**config.mk**
```make
export PLATFORM = sky130hd
export DESIGN_NAME = watched_address_presence_tracker
export DESIGN_NICKNAME = d
export VERILOG_FILES = /design/src/sv/wapt_pkg.sv /design/src/sv/wapt_ram.sv /design/src/sv/wapt_slot_unit.sv /design/src/sv/watched_address_presence_tracker.sv
export SDC_FILE = /design/constraint.sdc
export NUM_CORES = 2
export LEC_CHECK = 0
export BUFFER_PORTS_ARGS = -buffer_cell sky130_fd_sc_hd__buf_4
export CAP_MARGIN = 5
export CORE_MARGIN = 2
export CORE_UTILIZATION = 50
export DETAILED_ROUTE_END_ITERATION = 7
export PLACE_DENSITY_LB_ADDON = 0.15
export SYNTH_ARGS = -nofsm -noshare
export SYNTH_HDL_FRONTEND = slang
export SYNTH_SLANG_ARGS = --single-unit
```
**constraint.sdc**
```tcl
create_clock -name aclk -period 32.1 [get_ports aclk]
set_input_delay 1.605 -clock aclk [delete_from_list [all_inputs] [get_ports aclk]]
set_output_delay 1.605 -clock aclk [all_outputs]
set_load 0.02 [all_outputs]
```
**src/sv/wapt_pkg.sv**
```systemverilog
`timescale 1ns / 1ps
// Shared types and codes of the watched address presence tracker.
// Used by the slot unit, the top level and the checker; depends on nothing.
package wapt_pkg;

    localparam int ADDR_W      = 48;
    localparam int SLOT_W      = 4;
    localparam int IN_DATA_W   = 120;
    localparam int OUT_DATA_W  = 208;
    localparam int CFG_IDX_W   = 3;
    localparam int CFG_DATA_W  = 20;
    localparam int MAX_RESULTS = 16;
    localparam int CNT_W       = 5;
    localparam int MIN_LEN     = 24;
    localparam int OUT_PRESENT_BIT = 52;

    localparam logic [2:0] OP_FRAME  = 3'd0;
    localparam logic [2:0] OP_SWEEP  = 3'd1;
    localparam logic [2:0] OP_ADD    = 3'd2;
    localparam logic [2:0] OP_REMOVE = 3'd3;
    localparam logic [2:0] OP_CLEAR  = 3'd4;
    localparam logic [2:0] OP_READ   = 3'd5;

    localparam logic [2:0] EV_ENTERED   = 3'd0;
    localparam logic [2:0] EV_LEFT      = 3'd1;
    localparam logic [2:0] EV_OK        = 3'd2;
    localparam logic [2:0] EV_DUPLICATE = 3'd3;
    localparam logic [2:0] EV_FULL      = 3'd4;
    localparam logic [2:0] EV_NOT_FOUND = 3'd5;
    localparam logic [2:0] EV_ENTRY     = 3'd6;
    localparam logic [2:0] EV_EMPTY     = 3'd7;

    localparam logic [CFG_IDX_W-1:0] CFG_TRACKING = 3'd0;
    localparam logic [CFG_IDX_W-1:0] CFG_TIMEOUT  = 3'd1;
    localparam logic [CFG_IDX_W-1:0] CFG_MIN_HITS = 3'd2;
    localparam logic [CFG_IDX_W-1:0] CFG_WINDOW   = 3'd3;
    localparam logic [CFG_IDX_W-1:0] CFG_CONT     = 3'd4;

    localparam logic [1:0] FTYPE_CONTROL = 2'd1;

    typedef struct packed {
        logic        tracking;
        logic [19:0] timeout;
        logic [7:0]  min_hits;
        logic [15:0] window;
        logic [15:0] cont;
    } cfg_t;

    typedef struct packed {
        logic [ADDR_W-1:0] addr;
        logic signed [7:0] last_sig;
        logic signed [10:0] avg;
        logic [31:0]       last_seen;
        logic [31:0]       hits;
        logic [7:0]        pend_cnt;
        logic [31:0]       pend_start;
    } slot_word_t;

    typedef struct packed {
        logic        match;
        logic        stale;
        logic        entered;
        logic        present;
        logic [31:0] gap;
        slot_word_t  frame_word;
        slot_word_t  sweep_word;
    } slot_eval_t;

    typedef struct packed {
        logic [2:0]        event_res;
        logic [SLOT_W-1:0] slot;
        logic [ADDR_W-1:0] addr;
        logic              present;
        logic signed [7:0] rssi;
        logic signed [7:0] avg;
        logic [3:0]        chan;
        logic [31:0]       ts;
        logic [31:0]       absent;
        logic [31:0]       hits;
        logic [31:0]       frames;
    } res_t;

endpackage

```
**src/sv/wapt_ram.sv**
```systemverilog
`timescale 1ns / 1ps
// Generic single write port RAM with one registered read port.
// Holds the per-slot payload; depends on nothing.
module wapt_ram #(
    parameter int WIDTH = 8,
    parameter int DEPTH = 16,
    localparam int AW = (DEPTH > 1) ? $clog2(DEPTH) : 1
) (
    input  logic             aclk,
    input  logic             we,
    input  logic [AW-1:0]    waddr,
    input  logic [WIDTH-1:0] wdata,
    input  logic [AW-1:0]    raddr,
    output logic [WIDTH-1:0] rdata
);

    logic [WIDTH-1:0] mem [DEPTH];

    always_ff @(posedge aclk) begin
        if (we) begin
            mem[waddr] <= wdata;
        end
        rdata <= mem[raddr];
    end

endmodule

```
**src/sv/wapt_slot_unit.sv**
```systemverilog
`timescale 1ns / 1ps
// Shared evaluation unit: address compare, frame update and staleness check of one slot.
// Depends on wapt_pkg.
module wapt_slot_unit (
    input  wapt_pkg::slot_word_t word,
    input  logic                 used,
    input  logic                 present,
    input  logic                 seeded,
    input  logic [47:0]          in_addr,
    input  logic signed [7:0]    in_rssi,
    input  logic [31:0]          in_now,
    input  wapt_pkg::cfg_t       cfg,
    output wapt_pkg::slot_eval_t ev
);

    logic signed [14:0] avg_w;
    logic signed [14:0] rssi_w;
    logic signed [14:0] num;
    logic signed [14:0] biased;
    logic signed [14:0] mag;
    logic signed [14:0] quot;
    logic signed [10:0] avg_new;
    logic [31:0]        dt_prev;
    logic [31:0]        dt_pend;
    logic               cont;
    logic [7:0]         pc1;
    logic [31:0]        ps1;
    logic               enter;

    always_comb begin
        avg_w  = {{4{word.avg[10]}}, word.avg};
        rssi_w = {{7{in_rssi[7]}}, in_rssi};
        num    = (avg_w <<< 3) - avg_w + (rssi_w <<< 2);
        biased = num[14] ? num - 15'sd4 : num + 15'sd4;
        mag    = biased[14] ? -biased : biased;
        quot   = biased[14] ? -(mag >>> 3) : (mag >>> 3);
        avg_new = seeded ? quot[10:0] : {rssi_w[8:0], 2'b00};

        dt_prev = in_now - word.last_seen;
        dt_pend = in_now - word.pend_start;
        cont = (word.last_seen != 32'd0) && (dt_prev <= {16'd0, cfg.cont});
        if (word.pend_cnt == 8'd0 || dt_pend > {16'd0, cfg.window}) begin
            pc1 = 8'd1;
            ps1 = in_now;
        end else begin
            pc1 = (word.pend_cnt < 8'hFF) ? word.pend_cnt + 8'd1 : word.pend_cnt;
            ps1 = word.pend_start;
        end
        enter = !present && (cont || pc1 >= cfg.min_hits);

        ev.match   = used && (word.addr == in_addr);
        ev.entered = enter;
        ev.present = present || enter;
        ev.gap     = dt_prev;
        ev.stale   = used && present && (dt_prev > {12'd0, cfg.timeout});

        ev.frame_word            = word;
        ev.frame_word.hits       = word.hits + 32'd1;
        ev.frame_word.last_seen  = in_now;
        ev.frame_word.last_sig   = in_rssi;
        ev.frame_word.avg        = avg_new;
        ev.frame_word.pend_cnt   = (present || enter) ? 8'd0 : pc1;
        ev.frame_word.pend_start = present ? word.pend_start : ps1;

        ev.sweep_word          = word;
        ev.sweep_word.pend_cnt = 8'd0;
    end

endmodule

```
**src/sv/watched_address_presence_tracker.sv**
```systemverilog
`timescale 1ns / 1ps
// Walk: an item walks the slot table one slot per cycle through a single RAM read port,
// except that a sweep stays on a stale slot while a result waits behind a stalled output;
// a full add or a missed remove then rereads slot 0, and a read looks up its one slot.
// Throughput: one item at a time; a new transfer is taken once the last result is queued.
// Reset: synchronous active-low aresetn empties the table, zeroes the frame counter
// and restores the register defaults; slot payload RAM is not cleared.
module watched_address_presence_tracker #(
    parameter int SLOTS = 16
) (
    input  logic                               aclk,
    input  logic                               aresetn,
    input  logic                               s_tvalid,
    output logic                               s_tready,
    // frame_ctrl, frame_len, station_addr, signal_dbm, rx_channel, now_ms, slot_sel
    input  logic [wapt_pkg::IN_DATA_W-1:0]     s_tdata,
    // op
    input  logic [2:0]                         s_tuser,
    output logic                               m_tvalid,
    input  logic                               m_tready,
    // slot, addr_out, is_present, rssi_out, rssi_average, channel_out, time_out,
    // absent_for_ms, hit_count, frames_total
    output logic [wapt_pkg::OUT_DATA_W-1:0]    m_tdata,
    // event_res
    output logic [2:0]                         m_tuser,
    output logic                               m_tlast,
    input  logic                               cfg_valid,
    output logic                               cfg_ready,
    input  logic [wapt_pkg::CFG_IDX_W-1:0]     cfg_index,
    input  logic [wapt_pkg::CFG_DATA_W-1:0]    cfg_data
);

    localparam int IW = (SLOTS > 1) ? $clog2(SLOTS) : 1;
    localparam int WW = $bits(wapt_pkg::slot_word_t);

    typedef enum logic [2:0] {ST_IDLE, ST_WALK, ST_SEL, ST_SLOT0, ST_DONE} state_t;

    state_t                     state_reg, state_next;
    wapt_pkg::cfg_t             cfg_reg, cfg_next;
    logic [31:0]                frames_reg, frames_next;
    logic [SLOTS-1:0]           used_reg, used_next;
    logic [SLOTS-1:0]           pres_reg, pres_next;
    logic [SLOTS-1:0]           seed_reg, seed_next;
    logic [IW-1:0]              idx_reg, idx_next;
    logic [wapt_pkg::CNT_W-1:0] cnt_reg, cnt_next;
    logic                       free_found_reg, free_found_next;
    logic [IW-1:0]              free_idx_reg, free_idx_next;
    logic [2:0]                 slot0_ev_reg, slot0_ev_next;
    logic                       pend_valid_reg, pend_valid_next;
    wapt_pkg::res_t             pend_reg, pend_next;
    logic                       out_valid_reg, out_valid_next;
    logic                       out_last_reg, out_last_next;
    wapt_pkg::res_t             out_reg, out_next;
    logic [2:0]                 op_reg, op_next;
    logic [47:0]                addr_reg, addr_next;
    logic signed [7:0]          rssi_reg, rssi_next;
    logic [3:0]                 ch_reg, ch_next;
    logic [31:0]                now_reg, now_next;
    logic [3:0]                 sel_reg, sel_next;

    logic                       ram_we;
    logic [IW-1:0]              ram_waddr;
    wapt_pkg::slot_word_t       ram_wword;
    logic [IW-1:0]              ram_raddr;
    logic [WW-1:0]              ram_rdata;
    wapt_pkg::slot_word_t       rword;
    wapt_pkg::slot_eval_t       sev;
    wapt_pkg::slot_word_t       fresh;

    logic                       out_free;
    logic                       last_slot;
    logic                       frame_ok;
    logic                       have_free;
    logic [IW-1:0]              fidx;
    logic signed [10:0]         avg_abs;
    logic signed [10:0]         avg_q;

    assign rword = wapt_pkg::slot_word_t'(ram_rdata);

    wapt_ram #(.WIDTH(WW), .DEPTH(SLOTS)) u_ram (
        .aclk  (aclk),
        .we    (ram_we),
        .waddr (ram_waddr),
        .wdata (ram_wword),
        .raddr (ram_raddr),
        .rdata (ram_rdata)
    );

    wapt_slot_unit u_unit (
        .word    (rword),
        .used    (used_reg[idx_reg]),
        .present (pres_reg[idx_reg]),
        .seeded  (seed_reg[idx_reg]),
        .in_addr (addr_reg),
        .in_rssi (rssi_reg),
        .in_now  (now_reg),
        .cfg     (cfg_reg),
        .ev      (sev)
    );

    assign s_tready  = (state_reg == ST_IDLE);
    assign cfg_ready = 1'b1;
    assign m_tvalid  = out_valid_reg;
    assign m_tlast   = out_last_reg;
    assign m_tuser   = out_reg.event_res;
    assign m_tdata   = {7'd0, out_reg.frames, out_reg.hits, out_reg.absent, out_reg.ts,
                        out_reg.chan, out_reg.avg, out_reg.rssi, out_reg.present,
                        out_reg.addr, out_reg.slot};

    always_comb begin
        state_next      = state_reg;
        cfg_next        = cfg_reg;
        frames_next     = frames_reg;
        used_next       = used_reg;
        pres_next       = pres_reg;
        seed_next       = seed_reg;
        idx_next        = idx_reg;
        cnt_next        = cnt_reg;
        free_found_next = free_found_reg;
        free_idx_next   = free_idx_reg;
        slot0_ev_next   = slot0_ev_reg;
        pend_valid_next = pend_valid_reg;
        pend_next       = pend_reg;
        out_valid_next  = out_valid_reg;
        out_last_next   = out_last_reg;
        out_next        = out_reg;
        op_next         = op_reg;
        addr_next       = addr_reg;
        rssi_next       = rssi_reg;
        ch_next         = ch_reg;
        now_next        = now_reg;
        sel_next        = sel_reg;
        ram_we          = 1'b0;
        ram_waddr       = idx_reg;
        ram_wword       = rword;
        ram_raddr       = idx_reg;

        out_free  = !out_valid_reg || m_tready;
        last_slot = (idx_reg == IW'(SLOTS - 1));
        frame_ok  = cfg_reg.tracking && (s_tdata[19:8] >= 12'(wapt_pkg::MIN_LEN))
                    && (s_tdata[3:2] != wapt_pkg::FTYPE_CONTROL) && !s_tdata[20 + 40];
        have_free = free_found_reg || !used_reg[idx_reg];
        fidx      = free_found_reg ? free_idx_reg : idx_reg;
        avg_abs   = rword.avg[10] ? -rword.avg : rword.avg;
        avg_q     = rword.avg[10] ? -(avg_abs >>> 2) : (avg_abs >>> 2);
        fresh          = '0;
        fresh.addr     = addr_reg;

        if (out_valid_reg && m_tready) begin
            out_valid_next = 1'b0;
        end

        if (cfg_valid) begin
            unique case (cfg_index)
                wapt_pkg::CFG_TRACKING: cfg_next.tracking = cfg_data[0];
                wapt_pkg::CFG_TIMEOUT:  cfg_next.timeout  = cfg_data;
                wapt_pkg::CFG_MIN_HITS: cfg_next.min_hits = cfg_data[7:0];
                wapt_pkg::CFG_WINDOW:   cfg_next.window   = cfg_data[15:0];
                wapt_pkg::CFG_CONT:     cfg_next.cont     = cfg_data[15:0];
                default: ;
            endcase
        end

        unique case (state_reg)
            ST_IDLE: begin
                if (s_tvalid) begin
                    op_next         = s_tuser;
                    addr_next       = s_tdata[67:20];
                    rssi_next       = s_tdata[75:68];
                    ch_next         = s_tdata[79:76];
                    now_next        = s_tdata[111:80];
                    sel_next        = s_tdata[115:112];
                    idx_next        = '0;
                    ram_raddr       = '0;
                    cnt_next        = '0;
                    free_found_next = 1'b0;
                    pend_valid_next = 1'b0;
                    state_next      = ST_DONE;
                    unique case (s_tuser)
                        wapt_pkg::OP_FRAME: begin
                            if (frame_ok) begin
                                frames_next = frames_reg + 32'd1;
                                state_next  = ST_WALK;
                            end
                        end
                        wapt_pkg::OP_SWEEP: begin
                            if (cfg_reg.tracking) begin
                                state_next = ST_WALK;
                            end
                        end
                        wapt_pkg::OP_ADD, wapt_pkg::OP_REMOVE: begin
                            state_next = ST_WALK;
                        end
                        wapt_pkg::OP_CLEAR: begin
                            used_next = '0;
                            pres_next = '0;
                            seed_next = '0;
                            pend_next = '0;
                            pend_next.event_res = wapt_pkg::EV_OK;
                            pend_valid_next = 1'b1;
                        end
                        wapt_pkg::OP_READ: begin
                            if (int'(s_tdata[115:112]) < SLOTS) begin
                                ram_raddr  = IW'(s_tdata[115:112]);
                                idx_next   = IW'(s_tdata[115:112]);
                                state_next = ST_SEL;
                            end else begin
                                pend_next = '0;
                                pend_next.event_res = wapt_pkg::EV_EMPTY;
                                pend_next.slot = s_tdata[115:112];
                                pend_valid_next = 1'b1;
                            end
                        end
                        default: ;
                    endcase
                end
            end
            ST_WALK: begin
                unique case (op_reg)
                    wapt_pkg::OP_FRAME: begin
                        if (sev.match) begin
                            ram_we             = 1'b1;
                            ram_wword          = sev.frame_word;
                            seed_next[idx_reg] = 1'b1;
                            pres_next[idx_reg] = sev.present;
                            if (sev.entered) begin
                                pend_next           = '0;
                                pend_next.event_res = wapt_pkg::EV_ENTERED;
                                pend_next.slot      = wapt_pkg::SLOT_W'(idx_reg);
                                pend_next.addr      = rword.addr;
                                pend_next.present   = 1'b1;
                                pend_next.rssi      = rssi_reg;
                                pend_next.chan      = ch_reg;
                                pend_next.ts        = now_reg;
                                pend_next.hits      = sev.frame_word.hits;
                                pend_valid_next     = 1'b1;
                            end
                            state_next = ST_DONE;
                        end else if (last_slot) begin
                            state_next = ST_DONE;
                        end else begin
                            idx_next  = idx_reg + 1'b1;
                            ram_raddr = idx_reg + 1'b1;
                        end
                    end
                    wapt_pkg::OP_SWEEP: begin
                        if (sev.stale && pend_valid_reg && !out_free) begin
                            ram_raddr = idx_reg;
                        end else begin
                            if (sev.stale) begin
                                ram_we             = 1'b1;
                                ram_wword          = sev.sweep_word;
                                pres_next[idx_reg] = 1'b0;
                                seed_next[idx_reg] = 1'b0;
                                if (pend_valid_reg) begin
                                    out_next        = pend_reg;
                                    out_next.frames = frames_reg;
                                    out_last_next   = 1'b0;
                                    out_valid_next  = 1'b1;
                                end
                                pend_next           = '0;
                                pend_next.event_res = wapt_pkg::EV_LEFT;
                                pend_next.slot      = wapt_pkg::SLOT_W'(idx_reg);
                                pend_next.addr      = rword.addr;
                                pend_next.rssi      = rword.last_sig;
                                pend_next.ts        = now_reg;
                                pend_next.absent    = sev.gap;
                                pend_next.hits      = rword.hits;
                                pend_valid_next     = 1'b1;
                                cnt_next            = cnt_reg + 1'b1;
                            end
                            if (last_slot || (sev.stale &&
                                cnt_reg == wapt_pkg::CNT_W'(wapt_pkg::MAX_RESULTS - 1))) begin
                                state_next = ST_DONE;
                            end else begin
                                idx_next  = idx_reg + 1'b1;
                                ram_raddr = idx_reg + 1'b1;
                            end
                        end
                    end
                    wapt_pkg::OP_ADD: begin
                        if (sev.match) begin
                            pend_next           = '0;
                            pend_next.event_res = wapt_pkg::EV_DUPLICATE;
                            pend_next.slot      = wapt_pkg::SLOT_W'(idx_reg);
                            pend_next.addr      = rword.addr;
                            pend_next.present   = pres_reg[idx_reg];
                            pend_next.rssi      = rword.last_sig;
                            pend_next.hits      = rword.hits;
                            pend_valid_next     = 1'b1;
                            state_next          = ST_DONE;
                        end else if (last_slot) begin
                            if (have_free) begin
                                ram_we          = 1'b1;
                                ram_waddr       = fidx;
                                ram_wword       = fresh;
                                used_next[fidx] = 1'b1;
                                pres_next[fidx] = 1'b0;
                                seed_next[fidx] = 1'b0;
                                pend_next           = '0;
                                pend_next.event_res = wapt_pkg::EV_OK;
                                pend_next.slot      = wapt_pkg::SLOT_W'(fidx);
                                pend_next.addr      = addr_reg;
                                pend_valid_next     = 1'b1;
                                state_next          = ST_DONE;
                            end else begin
                                slot0_ev_next = wapt_pkg::EV_FULL;
                                ram_raddr     = '0;
                                state_next    = ST_SLOT0;
                            end
                        end else begin
                            if (!used_reg[idx_reg] && !free_found_reg) begin
                                free_found_next = 1'b1;
                                free_idx_next   = idx_reg;
                            end
                            idx_next  = idx_reg + 1'b1;
                            ram_raddr = idx_reg + 1'b1;
                        end
                    end
                    wapt_pkg::OP_REMOVE: begin
                        if (sev.match) begin
                            pend_next           = '0;
                            pend_next.event_res = wapt_pkg::EV_OK;
                            pend_next.slot      = wapt_pkg::SLOT_W'(idx_reg);
                            pend_next.addr      = rword.addr;
                            pend_next.present   = pres_reg[idx_reg];
                            pend_next.rssi      = rword.last_sig;
                            pend_next.hits      = rword.hits;
                            pend_valid_next     = 1'b1;
                            used_next[idx_reg]  = 1'b0;
                            state_next          = ST_DONE;
                        end else if (last_slot) begin
                            slot0_ev_next = wapt_pkg::EV_NOT_FOUND;
                            ram_raddr     = '0;
                            state_next    = ST_SLOT0;
                        end else begin
                            idx_next  = idx_reg + 1'b1;
                            ram_raddr = idx_reg + 1'b1;
                        end
                    end
                    default: begin
                        state_next = ST_DONE;
                    end
                endcase
            end
            ST_SLOT0: begin
                pend_next           = '0;
                pend_next.event_res = slot0_ev_reg;
                if (used_reg[0]) begin
                    pend_next.addr    = rword.addr;
                    pend_next.present = pres_reg[0];
                    pend_next.rssi    = rword.last_sig;
                    pend_next.hits    = rword.hits;
                end
                pend_valid_next = 1'b1;
                state_next      = ST_DONE;
            end
            ST_SEL: begin
                pend_next      = '0;
                pend_next.slot = sel_reg;
                if (used_reg[idx_reg]) begin
                    pend_next.event_res = wapt_pkg::EV_ENTRY;
                    pend_next.addr      = rword.addr;
                    pend_next.present   = pres_reg[idx_reg];
                    pend_next.rssi      = rword.last_sig;
                    pend_next.avg       = avg_q[7:0];
                    pend_next.hits      = rword.hits;
                end else begin
                    pend_next.event_res = wapt_pkg::EV_EMPTY;
                end
                pend_valid_next = 1'b1;
                state_next      = ST_DONE;
            end
            ST_DONE: begin
                if (!pend_valid_reg) begin
                    state_next = ST_IDLE;
                end else if (out_free) begin
                    out_next        = pend_reg;
                    out_next.frames = frames_reg;
                    out_last_next   = 1'b1;
                    out_valid_next  = 1'b1;
                    pend_valid_next = 1'b0;
                    state_next      = ST_IDLE;
                end
            end
            default: begin
                state_next = ST_IDLE;
            end
        endcase
    end

    always_ff @(posedge aclk) begin
        if (!aresetn) begin
            state_reg            <= ST_IDLE;
            cfg_reg.tracking     <= 1'b0;
            cfg_reg.timeout      <= 20'd30000;
            cfg_reg.min_hits     <= 8'd2;
            cfg_reg.window       <= 16'd3000;
            cfg_reg.cont         <= 16'd5000;
            frames_reg           <= '0;
            used_reg             <= '0;
            pres_reg             <= '0;
            seed_reg             <= '0;
            pend_valid_reg       <= 1'b0;
            out_valid_reg        <= 1'b0;
        end else begin
            state_reg            <= state_next;
            cfg_reg              <= cfg_next;
            frames_reg           <= frames_next;
            used_reg             <= used_next;
            pres_reg             <= pres_next;
            seed_reg             <= seed_next;
            pend_valid_reg       <= pend_valid_next;
            out_valid_reg        <= out_valid_next;
        end
        idx_reg        <= idx_next;
        cnt_reg        <= cnt_next;
        free_found_reg <= free_found_next;
        free_idx_reg   <= free_idx_next;
        slot0_ev_reg   <= slot0_ev_next;
        pend_reg       <= pend_next;
        out_last_reg   <= out_last_next;
        out_reg        <= out_next;
        op_reg         <= op_next;
        addr_reg       <= addr_next;
        rssi_reg       <= rssi_next;
        ch_reg         <= ch_next;
        now_reg        <= now_next;
        sel_reg        <= sel_next;
    end

endmodule

```
==> results.tsv <==
metric	value	unit
DR vias	81800	
fin crit period	10.47	ns
Sw Share	35.6	%
largest net degree at the start of global routing	153	
Critical Path AT	11.01	ns
Mapped Avg Cell Area	17.0	µm²
TritonCTS Sinks	3544	
clock buffer depth	4	
dpl cell area	151000	µm²
total power	16.4	mW
Synth area leaders	edfxtp_1 67%, mux4_2 11%, dfxtp_1 4.4%	
YS warnings	0	
core region area	287000	µm²
crit path kind	flop to flop	
Die ar.	292000	µm²
Fin. Hold Viols	0	
Tcrit/Tclk final	32.6	%
Final setup viols	0	
clock transition at the registers of the reported paths	0.06	ns
Setup Skew	0.0624	ns
top fanout value on the critical path	45	
clock power share	26.1	%
CTS tree	yes	
sequential power share	37.2	%
post-route non-filler standard cell count	13000	
register area share after synthesis	71.7	%
met1 WL	160	mm
synthesis-stage register bit count	3544	
Post-synth EDFFs	3227	
Critical Path Most Common Cell	o21ai_0	
status	completed	
Max Freq	0.0955	GHz
ys async rst share	0	%
worst min path class	flop to flop	
max reg flops	2736	
H-Tree Depth	5	
crit start category	flop	
initial antenna violation count	11	
port bufs	344	
relative slew slack	15.2	%
worst endpoint required time	32.64	ns
Root Driver	clkbuf_16	
Worst path max stage delay	0.73	ns
Detail Route Antenna Nets	0	
Peak supply drop	0.227	mV
DRC errors left	0	
Static Leakage	54.1	nW
TritonRoute pass-1 iters	6	
slowest stage cell, crit path	buf_4	
share of layout cells above drive strength 1	20.7	%
Syn-to-layout area delta	13.2	%
DR WL met2	190	mm
Filler cells	22000	
Post-Synthesis Cells	8487	
Synth Flop Type	edfxtp_1	
Post-Place Cells	12300	
Net count, final	9250	
worst skew pair latency	0.94	ns
Largest delay share family, worst path	simple AND/OR/NAND/NOR gates	
first-pass GRT wire length	565	mm
share of the synthesized area in the top cell type	67.3	%
grt ovf	0	
distinct cell type count after synthesis	94	
vias per std cell	6.28	
Comb pwr share	36.7	%
Die X-Extent	541	µm
PwrDens	101	nW/µm²
Post-synth top cells	3227 x edfxtp_1, 804 x nand3_1, 683 x mux4_2	
gp weighted congestion	0.899	
cts hold-fix bufs	0	
P_int	10.6	mW
post-CTS setup buffer count	0	
number of global-route vias before repair	81700	
cell accounting for the most synthesized area	edfxtp_1	
met3 WL	30.1	mm
I/O pins	366	
RSZ-0062 raised after global routing	no	
most frequent cell after synthesis	edfxtp_1	
setup TNS	0	ns
buffers and inverters on the worst path	4	
row count	197	
Initial Util	50.1	%
GR Util All Layers	26.3	%
total CTS buffers	365	
fin area	163000	µm²
DR WL/cell	30.0	µm
initial drt markers	9446	
Post-Syn Area	144000	µm²
Hold WS	0.416	ns
number of max-cap violations	0	
Die H	541	µm
P_sw	5.85	mW
Least-Margin Pin Slew	1.27	ns
crit end category	flop	
fin. max-slew vios	0	
Detail Placement HPWL	215	mm
Max Used Layer	met5	
drt total wl	390	mm
cts repair resizes	0	
kinds of logic (layout without fill, tap and decap cells):
group,count (synthesis),after routing,synth area share [%]
DFF,3544,3544,71.7
and+or+nand+nor,2096,2096,7.20
AOI/OAI and AO/OA,1019,1019,4.70
muxes,770,770,11.5
buffers and inverters,721,1472,2.39
adders and majority gates,171,171,1.55
xor gates and xnor gates,164,164,0.997
other,2,11,0.00521
final cells by class:
cell class	instances	area [µm²]	share of cell area (%)
Clock inverter	177	2030	1.24
Tap cell	3781	4730	2.90
Sequential cell	3544	103000	63.3
Clock buffer	506	10100	6.20
Inverter	228	863	0.529
Timing Repair Buffer	561	4470	2.74
Antenna cell	3	7.51	0.00460
Multi-Input combinational cell	4228	37600	23.1
layout by cell type, fill, tap and decap left out, drive strengths merged, types with 48 or more instances in the layout:
cell type,n
a21o,86
a21oi,247
a22o,89
and3,79
buf,561
clkbuf,506
clkinv,117
dfxtp,317
edfxtp,3227
ha,158
inv,245
mux2,51
mux4,698
nand2,406
nand2b,48
nand3,804
nand4,221
nor2,302
nor3,64
o21ai,259
xnor2,120
power by group through the flow:
stage | clock network (mW) | logic (mW) | registers (mW)
final | 4.29 | 6.03 | 6.11
after global routing | 4.52 | 6.59 | 6.12
after CTS | 4.35 | 6.01 | 6.10
after detailed placement | 0 | 5.97 | 6.19
after global placement | 0 | 5.89 | 6.19
after floorplan | 0 | 4.44 | 6.10
stage by stage:
| stage | util, % | setup slack [ns] |
|---|---|---|
| floorplan | - | 15.09 |
| global placement | 52.5 | 21.68 |
| detailed placement | 52.5 | 21.63 |
| CTS | 56.7 | 21.59 |
| global route | 56.8 | 20.87 |
| finish | 56.8 | 21.63 |
layer usage:
layer / track usage [%] / up-vias
met1: 37.1 / 42800
met5: 0 / -
met3: 3.95 / 583
met4: 7.25 / 2
met2: 43.1 / 3644
li1: - / 34800
path summary, 6_finish.rpt:
check	end	slack, ns	cells after the start	start
worst max register to register	pend_reg[159]$_SDFFCE_PN0P_	21.63	41	now_reg[0]$_DFFE_PP_
worst max-delay path	pend_reg[159]$_SDFFCE_PN0P_	21.63	41	now_reg[0]$_DFFE_PP_
worst min-delay path	m_tdata[40]$_DFFE_PP_	0.42	0	pend_reg[185]$_SDFFCE_PN0P_
worst min register to register	m_tdata[40]$_DFFE_PP_	0.42	0	pend_reg[185]$_SDFFCE_PN0P_
Power figures use the tool's default switching activity.
